<file path="src/xsr_pkg.sv">
package xsr_pkg;

    localparam int POOL_DEPTH = 16;
    localparam int POOL_AW    = $clog2(POOL_DEPTH);

    localparam logic [63:0] SEED_INIT = 64'h05a3_ae52_de3b_bf0a;
    localparam logic [63:0] SEED_MULT = 64'd2685821657736338717;
    localparam logic [63:0] POOL_MULT = 64'd1181783497276652981;

    localparam int SEED_SH1 = 12;
    localparam int SEED_SH2 = 25;
    localparam int SEED_SH3 = 27;
    localparam int POOL_SH1 = 31;
    localparam int POOL_SH2 = 11;
    localparam int POOL_SH3 = 30;

    localparam logic [31:0] RANGE_ZERO = 32'h0000_0000;
    localparam logic [31:0] RANGE_RAW  = 32'hFFFF_FFFF;

    localparam logic MODE_RESEED = 1'b0;
    localparam logic MODE_DRAW   = 1'b1;

    localparam int DIV_STEPS = 32;
    localparam int DIV_CW    = $clog2(DIV_STEPS);

    localparam int QUEUE_DEPTH = 2;
    localparam int QUEUE_AW    = $clog2(QUEUE_DEPTH);

    typedef enum logic [1:0] {
        CMD_RESEED,
        CMD_ONE,
        CMD_RAW,
        CMD_MOD
    } cmd_kind_t;

    typedef struct packed {
        cmd_kind_t   kind;
        logic [31:0] range;
    } cmd_t;

    typedef struct packed {
        logic valid;
        cmd_t cmd;
    } q_push_t;

    typedef struct packed {
        logic full;
        logic empty;
    } q_status_t;

endpackage

</file>
<file path="src/xsr_front.sv">
module xsr_front import xsr_pkg::*; (
    input  logic        s_tvalid,
    output logic        s_tready,
    input  logic [31:0] s_tdata,   // range[31:0]
    input  logic        s_tuser,   // mode[0]
    input  q_status_t   q_status,
    output q_push_t     q_push
);

    always_comb begin
        s_tready          = !q_status.full;
        q_push.valid      = s_tvalid && !q_status.full;
        q_push.cmd.range  = s_tdata;
        if (s_tuser == MODE_RESEED) begin
            q_push.cmd.kind = CMD_RESEED;
        end else if (s_tdata == RANGE_ZERO) begin
            q_push.cmd.kind = CMD_ONE;
        end else if (s_tdata == RANGE_RAW) begin
            q_push.cmd.kind = CMD_RAW;
        end else begin
            q_push.cmd.kind = CMD_MOD;
        end
    end

endmodule

</file>
<file path="src/xsr_fifo.sv">
module xsr_fifo import xsr_pkg::*; (
    input  logic      aclk,
    input  logic      aresetn,
    input  q_push_t   push,
    input  logic      pop,
    output q_status_t status,
    output cmd_t      head
);

    cmd_t                slot_mem [QUEUE_DEPTH];
    logic [QUEUE_AW-1:0] wr_ptr_reg;
    logic [QUEUE_AW-1:0] rd_ptr_reg;
    logic [QUEUE_AW:0]   count_reg;
    logic                do_push;
    logic                do_pop;

    assign status.full  = (count_reg == (QUEUE_AW + 1)'(QUEUE_DEPTH));
    assign status.empty = (count_reg == '0);
    assign do_push      = push.valid && !status.full;
    assign do_pop       = pop && !status.empty;
    assign head         = slot_mem[rd_ptr_reg];

    always_ff @(posedge aclk) begin
        if (do_push) begin
            slot_mem[wr_ptr_reg] <= push.cmd;
        end
    end

    always_ff @(posedge aclk) begin
        if (!aresetn) begin
            wr_ptr_reg <= '0;
            rd_ptr_reg <= '0;
            count_reg  <= '0;
        end else begin
            if (do_push) begin
                wr_ptr_reg <= QUEUE_AW'(wr_ptr_reg + 1'b1);
            end
            if (do_pop) begin
                rd_ptr_reg <= QUEUE_AW'(rd_ptr_reg + 1'b1);
            end
            if (do_push && !do_pop) begin
                count_reg <= (QUEUE_AW + 1)'(count_reg + 1'b1);
            end else if (do_pop && !do_push) begin
                count_reg <= (QUEUE_AW + 1)'(count_reg - 1'b1);
            end
        end
    end

endmodule

</file>
<file path="src/xsr_back.sv">
module xsr_back import xsr_pkg::*; (
    input  logic        aclk,
    input  logic        aresetn,
    input  q_status_t   q_status,
    input  cmd_t        q_head,
    output logic        q_pop,
    output logic        m_tvalid,
    input  logic        m_tready,
    output logic [31:0] m_tdata    // value[31:0]
);

    typedef enum logic [3:0] {
        ST_IDLE,
        ST_SEED_SHIFT,
        ST_SEED_MUL0,
        ST_SEED_MUL1,
        ST_SEED_MUL2,
        ST_SEED_WRITE,
        ST_DRAW_READ,
        ST_DRAW_MIX,
        ST_DRAW_MUL,
        ST_DRAW_REDUCE,
        ST_DIV,
        ST_DONE
    } state_t;

    state_t              state_reg;
    cmd_kind_t           kind_reg;
    logic [31:0]         range_reg;
    logic [63:0]         seed_word_reg;
    logic [POOL_AW-1:0]  word_cnt_reg;
    logic [POOL_AW-1:0]  pool_index_reg;
    logic [POOL_DEPTH-1:0] valid_reg;
    logic [63:0]         prod_reg;
    logic [63:0]         acc_reg;
    logic [31:0]         mix_reg;
    logic [31:0]         rem_reg;
    logic [31:0]         dvd_reg;
    logic [DIV_CW-1:0]   bit_cnt_reg;
    logic [31:0]         res_reg;
    logic                m_tvalid_reg;
    logic [31:0]         m_tdata_reg;

    logic [63:0]         pool_mem [POOL_DEPTH];
    logic [63:0]         rd_a_reg;
    logic [63:0]         rd_b_reg;
    logic                rd_a_ok_reg;
    logic                rd_b_ok_reg;

    logic [POOL_AW-1:0]  idx_nxt;
    logic [63:0]         seed_word_next;
    logic [63:0]         seed_out;
    logic [63:0]         mix_next;
    logic [31:0]         mul_a;
    logic [31:0]         mul_b;
    logic [63:0]         mul_out;
    logic [32:0]         trial;
    logic [32:0]         diff;
    logic [31:0]         rem_next;
    logic                mem_we;
    logic [POOL_AW-1:0]  mem_waddr;
    logic [63:0]         mem_wdata;

    assign idx_nxt  = POOL_AW'(pool_index_reg + 1'b1);
    assign q_pop    = (state_reg == ST_IDLE) && !q_status.empty;
    assign m_tvalid = m_tvalid_reg;
    assign m_tdata  = m_tdata_reg;

    // Seed generator step: three dependent xor-shifts on the stored word.
    always_comb begin
        logic [63:0] w;
        w = seed_word_reg;
        w = w ^ (w >> SEED_SH1);
        w = w ^ (w << SEED_SH2);
        w = w ^ (w >> SEED_SH3);
        seed_word_next = w;
    end

    // The low 64 bits of the seed product are built from three 32x32 partial
    // products; the high-by-high term falls outside the word.
    assign seed_out = {32'(acc_reg[63:32] + prod_reg[31:0]), acc_reg[31:0]};

    // Entries never written since reset read as zero.
    always_comb begin
        logic [63:0] a;
        logic [63:0] b;
        a = rd_a_ok_reg ? rd_a_reg : 64'd0;
        b = rd_b_ok_reg ? rd_b_reg : 64'd0;
        b = b ^ (b << POOL_SH1);
        b = b ^ (b >> POOL_SH2);
        a = a ^ (a >> POOL_SH3);
        mix_next = a ^ b;
    end

    always_comb begin
        case (state_reg)
            ST_SEED_MUL0: begin
                mul_a = seed_word_reg[31:0];
                mul_b = SEED_MULT[31:0];
            end
            ST_SEED_MUL1: begin
                mul_a = seed_word_reg[31:0];
                mul_b = SEED_MULT[63:32];
            end
            ST_SEED_MUL2: begin
                mul_a = seed_word_reg[63:32];
                mul_b = SEED_MULT[31:0];
            end
            ST_DRAW_MUL: begin
                mul_a = mix_reg;
                mul_b = POOL_MULT[31:0];
            end
            default: begin
                mul_a = 32'd0;
                mul_b = 32'd0;
            end
        endcase
    end

    assign mul_out = 64'(mul_a) * 64'(mul_b);

    // One restoring division step per cycle.
    assign trial    = {rem_reg, dvd_reg[31]};
    assign diff     = trial - {1'b0, range_reg};
    assign rem_next = (trial >= {1'b0, range_reg}) ? diff[31:0] : trial[31:0];

    always_comb begin
        mem_we    = 1'b0;
        mem_waddr = word_cnt_reg;
        mem_wdata = seed_out;
        case (state_reg)
            ST_SEED_WRITE: begin
                mem_we = 1'b1;
            end
            ST_DRAW_MIX: begin
                mem_we    = 1'b1;
                mem_waddr = idx_nxt;
                mem_wdata = mix_next;
            end
            default: begin
                mem_we = 1'b0;
            end
        endcase
    end

    always_ff @(posedge aclk) begin
        if (mem_we) begin
            pool_mem[mem_waddr] <= mem_wdata;
        end
        rd_a_reg <= pool_mem[pool_index_reg];
        rd_b_reg <= pool_mem[idx_nxt];
    end

    always_ff @(posedge aclk) begin
        prod_reg <= mul_out;
        if (!aresetn) begin
            state_reg      <= ST_IDLE;
            seed_word_reg  <= SEED_INIT;
            pool_index_reg <= '0;
            valid_reg      <= '0;
            rd_a_ok_reg    <= 1'b0;
            rd_b_ok_reg    <= 1'b0;
            m_tvalid_reg   <= 1'b0;
        end else begin
            rd_a_ok_reg <= valid_reg[pool_index_reg];
            rd_b_ok_reg <= valid_reg[idx_nxt];
            if (mem_we) begin
                valid_reg[mem_waddr] <= 1'b1;
            end
            if ((state_reg == ST_DONE) && (!m_tvalid_reg || m_tready)) begin
                m_tvalid_reg <= 1'b1;
            end else if (m_tready) begin
                m_tvalid_reg <= 1'b0;
            end
            case (state_reg)
                ST_IDLE: begin
                    if (!q_status.empty) begin
                        kind_reg  <= q_head.kind;
                        range_reg <= q_head.range;
                        case (q_head.kind)
                            CMD_RESEED: begin
                                word_cnt_reg <= '0;
                                state_reg    <= ST_SEED_SHIFT;
                            end
                            CMD_ONE: begin
                                res_reg   <= 32'd1;
                                state_reg <= ST_DONE;
                            end
                            default: begin
                                state_reg <= ST_DRAW_READ;
                            end
                        endcase
                    end
                end
                ST_SEED_SHIFT: begin
                    seed_word_reg <= seed_word_next;
                    state_reg     <= ST_SEED_MUL0;
                end
                ST_SEED_MUL0: begin
                    state_reg <= ST_SEED_MUL1;
                end
                ST_SEED_MUL1: begin
                    acc_reg   <= prod_reg;
                    state_reg <= ST_SEED_MUL2;
                end
                ST_SEED_MUL2: begin
                    acc_reg[63:32] <= 32'(acc_reg[63:32] + prod_reg[31:0]);
                    state_reg      <= ST_SEED_WRITE;
                end
                ST_SEED_WRITE: begin
                    word_cnt_reg <= POOL_AW'(word_cnt_reg + 1'b1);
                    if (word_cnt_reg == POOL_AW'(POOL_DEPTH - 1)) begin
                        res_reg   <= 32'd0;
                        state_reg <= ST_DONE;
                    end else begin
                        state_reg <= ST_SEED_SHIFT;
                    end
                end
                ST_DRAW_READ: begin
                    state_reg <= ST_DRAW_MIX;
                end
                ST_DRAW_MIX: begin
                    mix_reg        <= mix_next[31:0];
                    pool_index_reg <= idx_nxt;
                    state_reg      <= ST_DRAW_MUL;
                end
                ST_DRAW_MUL: begin
                    state_reg <= ST_DRAW_REDUCE;
                end
                ST_DRAW_REDUCE: begin
                    if (kind_reg == CMD_RAW) begin
                        res_reg   <= prod_reg[31:0];
                        state_reg <= ST_DONE;
                    end else begin
                        dvd_reg     <= prod_reg[31:0];
                        rem_reg     <= 32'd0;
                        bit_cnt_reg <= DIV_CW'(DIV_STEPS - 1);
                        state_reg   <= ST_DIV;
                    end
                end
                ST_DIV: begin
                    rem_reg     <= rem_next;
                    dvd_reg     <= {dvd_reg[30:0], 1'b0};
                    bit_cnt_reg <= DIV_CW'(bit_cnt_reg - 1'b1);
                    if (bit_cnt_reg == '0) begin
                        res_reg   <= rem_next;
                        state_reg <= ST_DONE;
                    end
                end
                ST_DONE: begin
                    if (!m_tvalid_reg || m_tready) begin
                        m_tdata_reg <= res_reg;
                        state_reg   <= ST_IDLE;
                    end
                end
                default: begin
                    state_reg <= ST_IDLE;
                end
            endcase
        end
    end

endmodule

</file>
<file path="src/xorshift1024_star_ranged_random_core.sv">
// Random number source built on xorshift1024* with a ranged draw.
// Input channel (s_): s_tuser carries the mode (0 reseeds the pool, 1 draws),
// s_tdata carries the range. Result channel (m_): one transaction per input
// transaction, in order, m_tdata holding the value (0 for a reseed).
// Accepted transactions enter a two-entry queue; an execution engine takes
// them from it one at a time, so the input stays open while a draw is busy.
// Queue head to m_tvalid: range zero goes straight to the output, range all
// ones through the read, mix, multiply and reduce states, any other range
// also through the bit-per-cycle remainder unit, and a reseed through the
// shift, multiply and write states per pool word; one shared 32x32 multiplier
// builds each 64-bit seed product from three partial products. The engine
// pops the next item in the cycle after it loads the output register.
// Reset (aresetn low at a rising edge of aclk) empties the queue, clears the
// pool to zero through per-word valid bits, zeroes the pool index and loads
// the seed word; the block is ready in the next cycle.
// When the receiver stalls, the result waits in the output register, the
// engine finishes its next item and holds it, and the input keeps taking
// transactions until the queue is full.
module xorshift1024_star_ranged_random_core import xsr_pkg::*; (
    input  logic        aclk,
    input  logic        aresetn,
    input  logic        s_tvalid,
    output logic        s_tready,
    input  logic [31:0] s_tdata,   // range[31:0]
    input  logic        s_tuser,   // mode[0]
    output logic        m_tvalid,
    input  logic        m_tready,
    output logic [31:0] m_tdata    // value[31:0]
);

    q_push_t   q_push;
    q_status_t q_status;
    cmd_t      q_head;
    logic      q_pop;

    xsr_front u_front (
        .s_tvalid (s_tvalid),
        .s_tready (s_tready),
        .s_tdata  (s_tdata),
        .s_tuser  (s_tuser),
        .q_status (q_status),
        .q_push   (q_push)
    );

    xsr_fifo u_fifo (
        .aclk    (aclk),
        .aresetn (aresetn),
        .push    (q_push),
        .pop     (q_pop),
        .status  (q_status),
        .head    (q_head)
    );

    xsr_back u_back (
        .aclk     (aclk),
        .aresetn  (aresetn),
        .q_status (q_status),
        .q_head   (q_head),
        .q_pop    (q_pop),
        .m_tvalid (m_tvalid),
        .m_tready (m_tready),
        .m_tdata  (m_tdata)
    );

endmodule

</file>
<file path="config.mk">
export PLATFORM = sky130hd
export DESIGN_NAME = xorshift1024_star_ranged_random_core
export DESIGN_NICKNAME = d
export VERILOG_FILES = /design/src/xsr_pkg.sv /design/src/xsr_front.sv /design/src/xsr_fifo.sv /design/src/xsr_back.sv /design/src/xorshift1024_star_ranged_random_core.sv
export SDC_FILE = /design/constraint.sdc
export NUM_CORES = 2
export LEC_CHECK = 0
export BUFFER_PORTS_ARGS = -buffer_cell sky130_fd_sc_hd__buf_4
export CAP_MARGIN = 0
export CORE_MARGIN = 8
export CORE_UTILIZATION = 40
export CTS_CLUSTER_DIAMETER = 50
export DETAILED_ROUTE_END_ITERATION = 12
export PLACE_DENSITY = 0.6
export SYNTH_ARGS = -nofsm -noshare
export SYNTH_HDL_FRONTEND = slang
export SYNTH_HIERARCHICAL = 1
export SYNTH_SLANG_ARGS = --single-unit
</file>
<file path="constraint.sdc">
create_clock -name aclk -period 18.1 [get_ports aclk]
set_input_delay 2.715 -clock aclk [delete_from_list [all_inputs] [get_ports aclk]]
set_output_delay 2.715 -clock aclk [all_outputs]
set_load 0.02 [all_outputs]
</file>
# [Word level (Yosys, flattened, before mapping)]
# Memories as Yosys holds them, arrays and structs flattened. A register that Yosys moved wholly into a read port is not among the register bits.
# Cells that the tools add are included.
[totals] input_bits=37 memories=2 ram_bits=1092 regBits=426 rom_bits=0 out_inout_bits=34 wordCells=159 latchBits=0
[memory_table] name="u_back.pool_mem" words=16 width=64 read_ports=2 rd_clocked_by_memory_dff=2 wr=1 line="xsr_back.sv:44" text="logic [63:0] pool_mem [POOL_DEPTH];"
[memory_table] name="u_fifo.slot_mem" words=2 width=34 read_ports=1 rd_clocked_by_memory_dff=1 wr=1 line="xsr_fifo.sv:10" text="cmd_t slot_mem [QUEUE_DEPTH];"
[op_classes] n_addsub=9 eq_ne=24 order_cmp=5 shifts=0 bitwise_logic=9 n_div=0 reduce_logical=37 mul=1 muxes=50
[ops] operator="$mux W32" count=8
[ops] operator="$mux W64" count=3
[ops] operator="$pmux W32 S2" count=3
[ops] operator="$xor A64 B64 Y64" count=3
[ops] operator="$pmux W32 S4" count=1
[ops] operator="$pmux W32 S3" count=1
[ops] operator="$pmux W31 S3" count=1
[ops] operator="$xor A64 B34 Y64" count=1
[ops] operator="$xor A64 B37 Y64" count=1
[ops] operator="$xor A64 B52 Y64" count=1
[ops] operator="$xor A64 B53 Y64" count=1
[ops] operator="$mul A32 B31 Y63" count=1
[ops] operator="$pmux W4 S12" count=1
[ops] operator="$ge A33 B32 Y1" count=1
[ops] operator="$add A32 B32 Y32" count=1
[ops] operator="$eq A32 B32 Y1 const B" count=1
[ops] operator="$logic_not A32 Y1" count=1
[ops] operator="$sub A32 B32 Y32" count=1
[ops] operator="$mux W4" count=7
[ops] operator="$eq A4 B4 Y1 const B" count=5
[ops] operator="$eq A4 B3 Y1 const B" count=4
[ops] operator="$or A16 B16 Y16" count=1
[ops] operator="$pmux W4 S2" count=2
[ops] operator="$lt A4 B5 Y1 const B" count=3
[ops] operator="other kinds (32)" count=82

# [Depth between registers and ports, before layout]
[depth] ltp_word=8 depth_mapped=37 depth_no_buf=34

# [Hierarchy]
# Netlist, hierarchy kept.
[modules_own_cells] mod="xsr_back" instances=1 area_each_um2=98141.6 cells_per_inst=7077
[modules_own_cells] mod="xsr_fifo" instances=1 area_each_um2=2686.3 cells_per_inst=131
[modules_own_cells] mod="xsr_front" instances=1 area_each_um2=396.6 cells_per_inst=56

# [Least setup slack after synthesis]
# OpenSTA, ideal clock, no wires.
[synth_timing] path_type="register to register" startpoint="register u_back.state_reg[3]" endpoint="register u_back.prod_reg[60]" arrival_ns=8.637 setup_time_ns=0.122 path_slack_ns=9.341 required_time_ns=17.978 stages_incl_launch_ff=32 path_cell_list="dfxtp_1 clkbuf_1 nor4b_2 buf_2 buf_1 a22oi_1 nand2_1 inv_1 nor2_1 fa_1 inv_1 fa_1 inv_1 fa_1 fa_1 fa_1 fa_1 fa_1 inv_1 fa_1 inv_1 ha_1 buf_2 and3_1 a221o_1 a21oi_1 nand2_1 o21a_1 a41o_1 a21boi_4 nor2_1 o311a_1"
[synth_via] elab_chain_cells=4 word_cells_on_any_way=9 classes_between="mul (1); eq/ne (4); mux (2); reduce/logical (2)"
[synth_lines] item="from (decl)" line="xsr_back.sv:27" text="state_t state_reg;"
[synth_lines] item="from (signal assigned)" line="xsr_back.sv:157" text="state_reg <= ST_IDLE;"
[synth_lines] item="from (signal assigned)" line="xsr_back.sv:183" text="state_reg <= ST_SEED_SHIFT;"
[synth_lines] item="from (signal assigned)" line="xsr_back.sv:187" text="state_reg <= ST_DONE;"
[synth_lines] item="$eq A4 B2 Y1 or $eq A4 B3 Y1 (tied branches)" line="xsr_back.sv:96" text="case (state_reg)"
[synth_lines] item="$reduce_or A2 Y1 (no source line)"
[synth_lines] item="$pmux W32 S3 or $pmux W31 S3 (tied branches)" line="xsr_back.sv:96"
[synth_lines] item="$mul A32 B31 Y63 (*)" line="xsr_back.sv:120" text="assign mul_out = 64'(mul_a) * 64'(mul_b);"
[synth_lines] item="net u_back.mul_out[60]" line="xsr_back.sv:56" text="logic [63:0] mul_out;"
[synth_lines] item="to (signal assigned)" line="xsr_back.sv:155" text="prod_reg <= mul_out;"
[synth_lines] item="to (decl)" line="xsr_back.sv:34" text="logic [63:0] prod_reg;"
# The timed path passes the listed nets; every way through them passes the cells marked *.
# A chain may end at the register's enable or synchronous reset.

==> impl_metrics.json <==
{
  "worstMarginPinSlew_ns": 1.20,
  "crit_type": "register to register",
  "wl_um": 304000,
  "setup_ws_ns": 7.29,
  "cts-hold-fix-buffers": 0,
  "hp-class": "register to register",
  "critPathArrivalTime_ns": 11.52,
  "antenna_found_initial": 11,
  "critPathMaxStageDelay_ns": 0.88,
  "synth_async_sr_flop_share": 0,
  "numCtsBuffers": 190,
  "first_global_vias": 63700,
  "setup_tns_ns": 0,
  "area_growth_pct": 10.8,
  "cpMostUsedCell": "fa_1",
  "gp_congestion": 0.997,
  "synth_top_area_frac": 0.403,
  "post-route-min-period_ns": 10.81,
  "cts_sinks": 1647,
  "post-place-ws_ns": 7.48,
  "io_pins": 71,
  "ctsLongestPathBuffers": 3,
  "ys_warn_count": 6,
  "drt_iter0_drc": 6067,
  "crit_slowest_cell": "nor2_1",
  "post_cts_resize_count": 0,
  "cts_tree": "yes",
  "routedWlPerCell_um": 28.2,
  "timing.fmax_mhz": 92.5,
  "grt_pass1_wl_um": 446000,
  "synth.area.top_cells": "edfxtp_1, fa_1, mux4_2",
  "largest_reg_flops": 1024,
  "clk_pin_slew_ns": 0.06,
  "min_from": "u_back/res_reg[29]",
  "top_register": "u_back/pool_mem",
  "crit_path_end_kind": "register",
  "hpwlAfterDp_um": 217000,
  "worst_clock_skew_ns": 0.0819,
  "drtPass1Iterations": 6,
  "setup_viol": 0,
  "syn_nets": 8483,
  "rsz0062_at_grt": "no",
  "rows": 184,
  "numPortBuffers": 70,
  "yosys_register_bits": 1647,
  "reg2reg_setup_slack_ns": 7.29,
  "syn_area_per_cell_um2": 13.9,
  "cp-start-kind": "register",
  "die_w_um": 519,
  "cp_max_fo": 38,
  "crit_path_end": "u_back/prod_reg[63]",
  "drc": 0,
  "period_share": 0.597,
  "cp-startpoint": "u_back/state_reg[0]",
  "cap_violations": 0,
  "die_h_um": 519,
  "synth_ff_type": "edfxtp_1",
  "dieArea_mm2": 0.269,
  "vias_per_cell": 5.67,
  "cp.required_ns": 18.80,
  "drv_slew": 0,
  "timing.rr.start": "u_back/state_reg[0]",
  "yosysTopAreaCell": "edfxtp_1",
  "syn_area_mm2": 0.101,
  "root_buffer": "clkbuf_16",
  "nNetsFinal": 8496,
  "drive_gt1_frac": 0.168,
  "cts_max_level": 4,
  "initial_core_util": 0.403,
  "status": "completed",
  "synth.distinct_cells": 90,
  "synth_cells": 7264,
  "rr_worst_depth": 31,
  "postCtsSetupBuffers": 0,
  "overflow": 0,
  "core-area_mm2": 0.251,
  "top_regs": "u_back/pool_mem (1024), u_fifo/slot_mem (68)",
  "worstReg2RegEnd": "u_back/prod_reg[63]",
  "grt_max_degree": 130,
  "yosysSeqAreaShare": 0.460,
  "ant_nets": 0,
  "hold_viol_final": 0,
  "synth_edf_count": 1359,
  "track_usage": 0.224,
  "vias": 61200,
  "relSlewSlack": 0.199,
  "clk_latency_ns": 0.85
}
stage by stage:
stage / cell area, µm² / hold slack (ns) / std cells / util
3_5_place_dp: 106000 / 0.409 / 10400 / 0.420
4_1_cts: 112000 / 0.423 / 10800 / 0.446
3_3_place_gp: 106000 / 0.405 / 10400 / 0.420
2_1_floorplan: 101000 / 0.400 / 7264 / -
5_1_grt: 112000 / 0.430 / 10800 / 0.446
6_report: 112000 / 0.421 / 10800 / 0.446
kinds of logic after synthesis:
family | count (synthesis) | synth area share
multiplexers | 711 | 0.151
flip-flops | 1647 | 0.460
XOR/XNOR | 463 | 0.0401
adder cells (fa/ha/maj) | 1182 | 0.202
AND/OR/NAND/NOR | 1198 | 0.0515
AO/OA/AOI/OAI | 678 | 0.0426
buffers and inverters | 1385 | 0.0531
worst min-delay path by stage:
stage | to | cells past startpoint | slack (ns)
finish | u_back/m_tdata[29] | 0 | 0.42
global route | u_back/m_tdata[18] | 0 | 0.43
CTS | u_back/m_tdata[29] | 0 | 0.42
detailed placement | u_back/m_tdata[29] | 0 | 0.41
global placement | u_back/m_tdata[5] | 0 | 0.41
floorplan | u_back/m_tdata[0] | 0 | 0.40
critical path: cells and delay by family, from the launching register on:
family                     cells  cell delay (ns)
AOI/OAI and AO/OA              7             1.65
xor gates and xnor gates       1             0.15
adders and majority gates      9             4.30
buffers and inverters          7             1.50
DFF                            1             0.65
and+or+nand+nor                7             2.40
cell usage after synthesis (5+ instances only):
master	instances
edfxtp_1	1359
inv_1	1019
fa_1	749
nand2_1	697
mux4_2	649
ha_1	433
dfxtp_1	288
clkbuf_1	252
xor2_1	234
xnor2_1	229
nor2_1	210
o21ai_0	179
a21oi_1	159
a21o_1	86
nand3_1	59
buf_1	53
buf_4	37
mux2_2	35
o21a_1	35
and2_1	32
nand4_1	31
or3_1	30
a22oi_1	28
mux2i_1	27
o21bai_1	27
and3_1	26
nand2b_1	24
a21boi_0	22
o211ai_1	21
nor3_1	20
a31oi_1	19
buf_2	17
nor2b_1	16
nor4_1	15
o21ai_1	15
a211oi_1	13
nor3b_1	9
a32oi_1	6
nand3b_1	6
o31ai_1	6
and4_1	5
cell type report:
type / instances / area [µm²]
sequential: 1647 / 46600
antenna: 1 / 2.50
clock buffer: 247 / 5220
inverter: 1022 / 3840
timing repair buffer: 184 / 1440
tap: 3348 / 4190
multi-input combinational: 4232 / 49500
fill: 22400 / 139000
clock inverter: 111 / 1380
routing by layer:
layer | up-vias | wire length [µm] | track usage
met5 | - | 90 | 0
met4 | 14 | 11800 | 0.0780
met3 | 529 | 24400 | 0.0464
met2 | 2516 | 143000 | 0.357
met1 | 32400 | 125000 | 0.305
li1 | 25700 | - | -
cell usage in the layout, fill, tap and decap left out, types with 86 or more instances in the layout:
cell type	n
xor2_1	233
edfxtp_1	1359
mux4_2	649
a21o_1	86
buf_4	179
o21ai_0	165
inv_1	1019
clkbuf_16	193
ha_1	432
fa_1	749
nand2_1	695
xnor2_1	228
nor2_1	191
a21oi_1	158
dfxtp_1	282
Power is left out: the tool's default activity adds up to more than one toggle a clock period on the data nets, which glitch-free logic cannot reach.
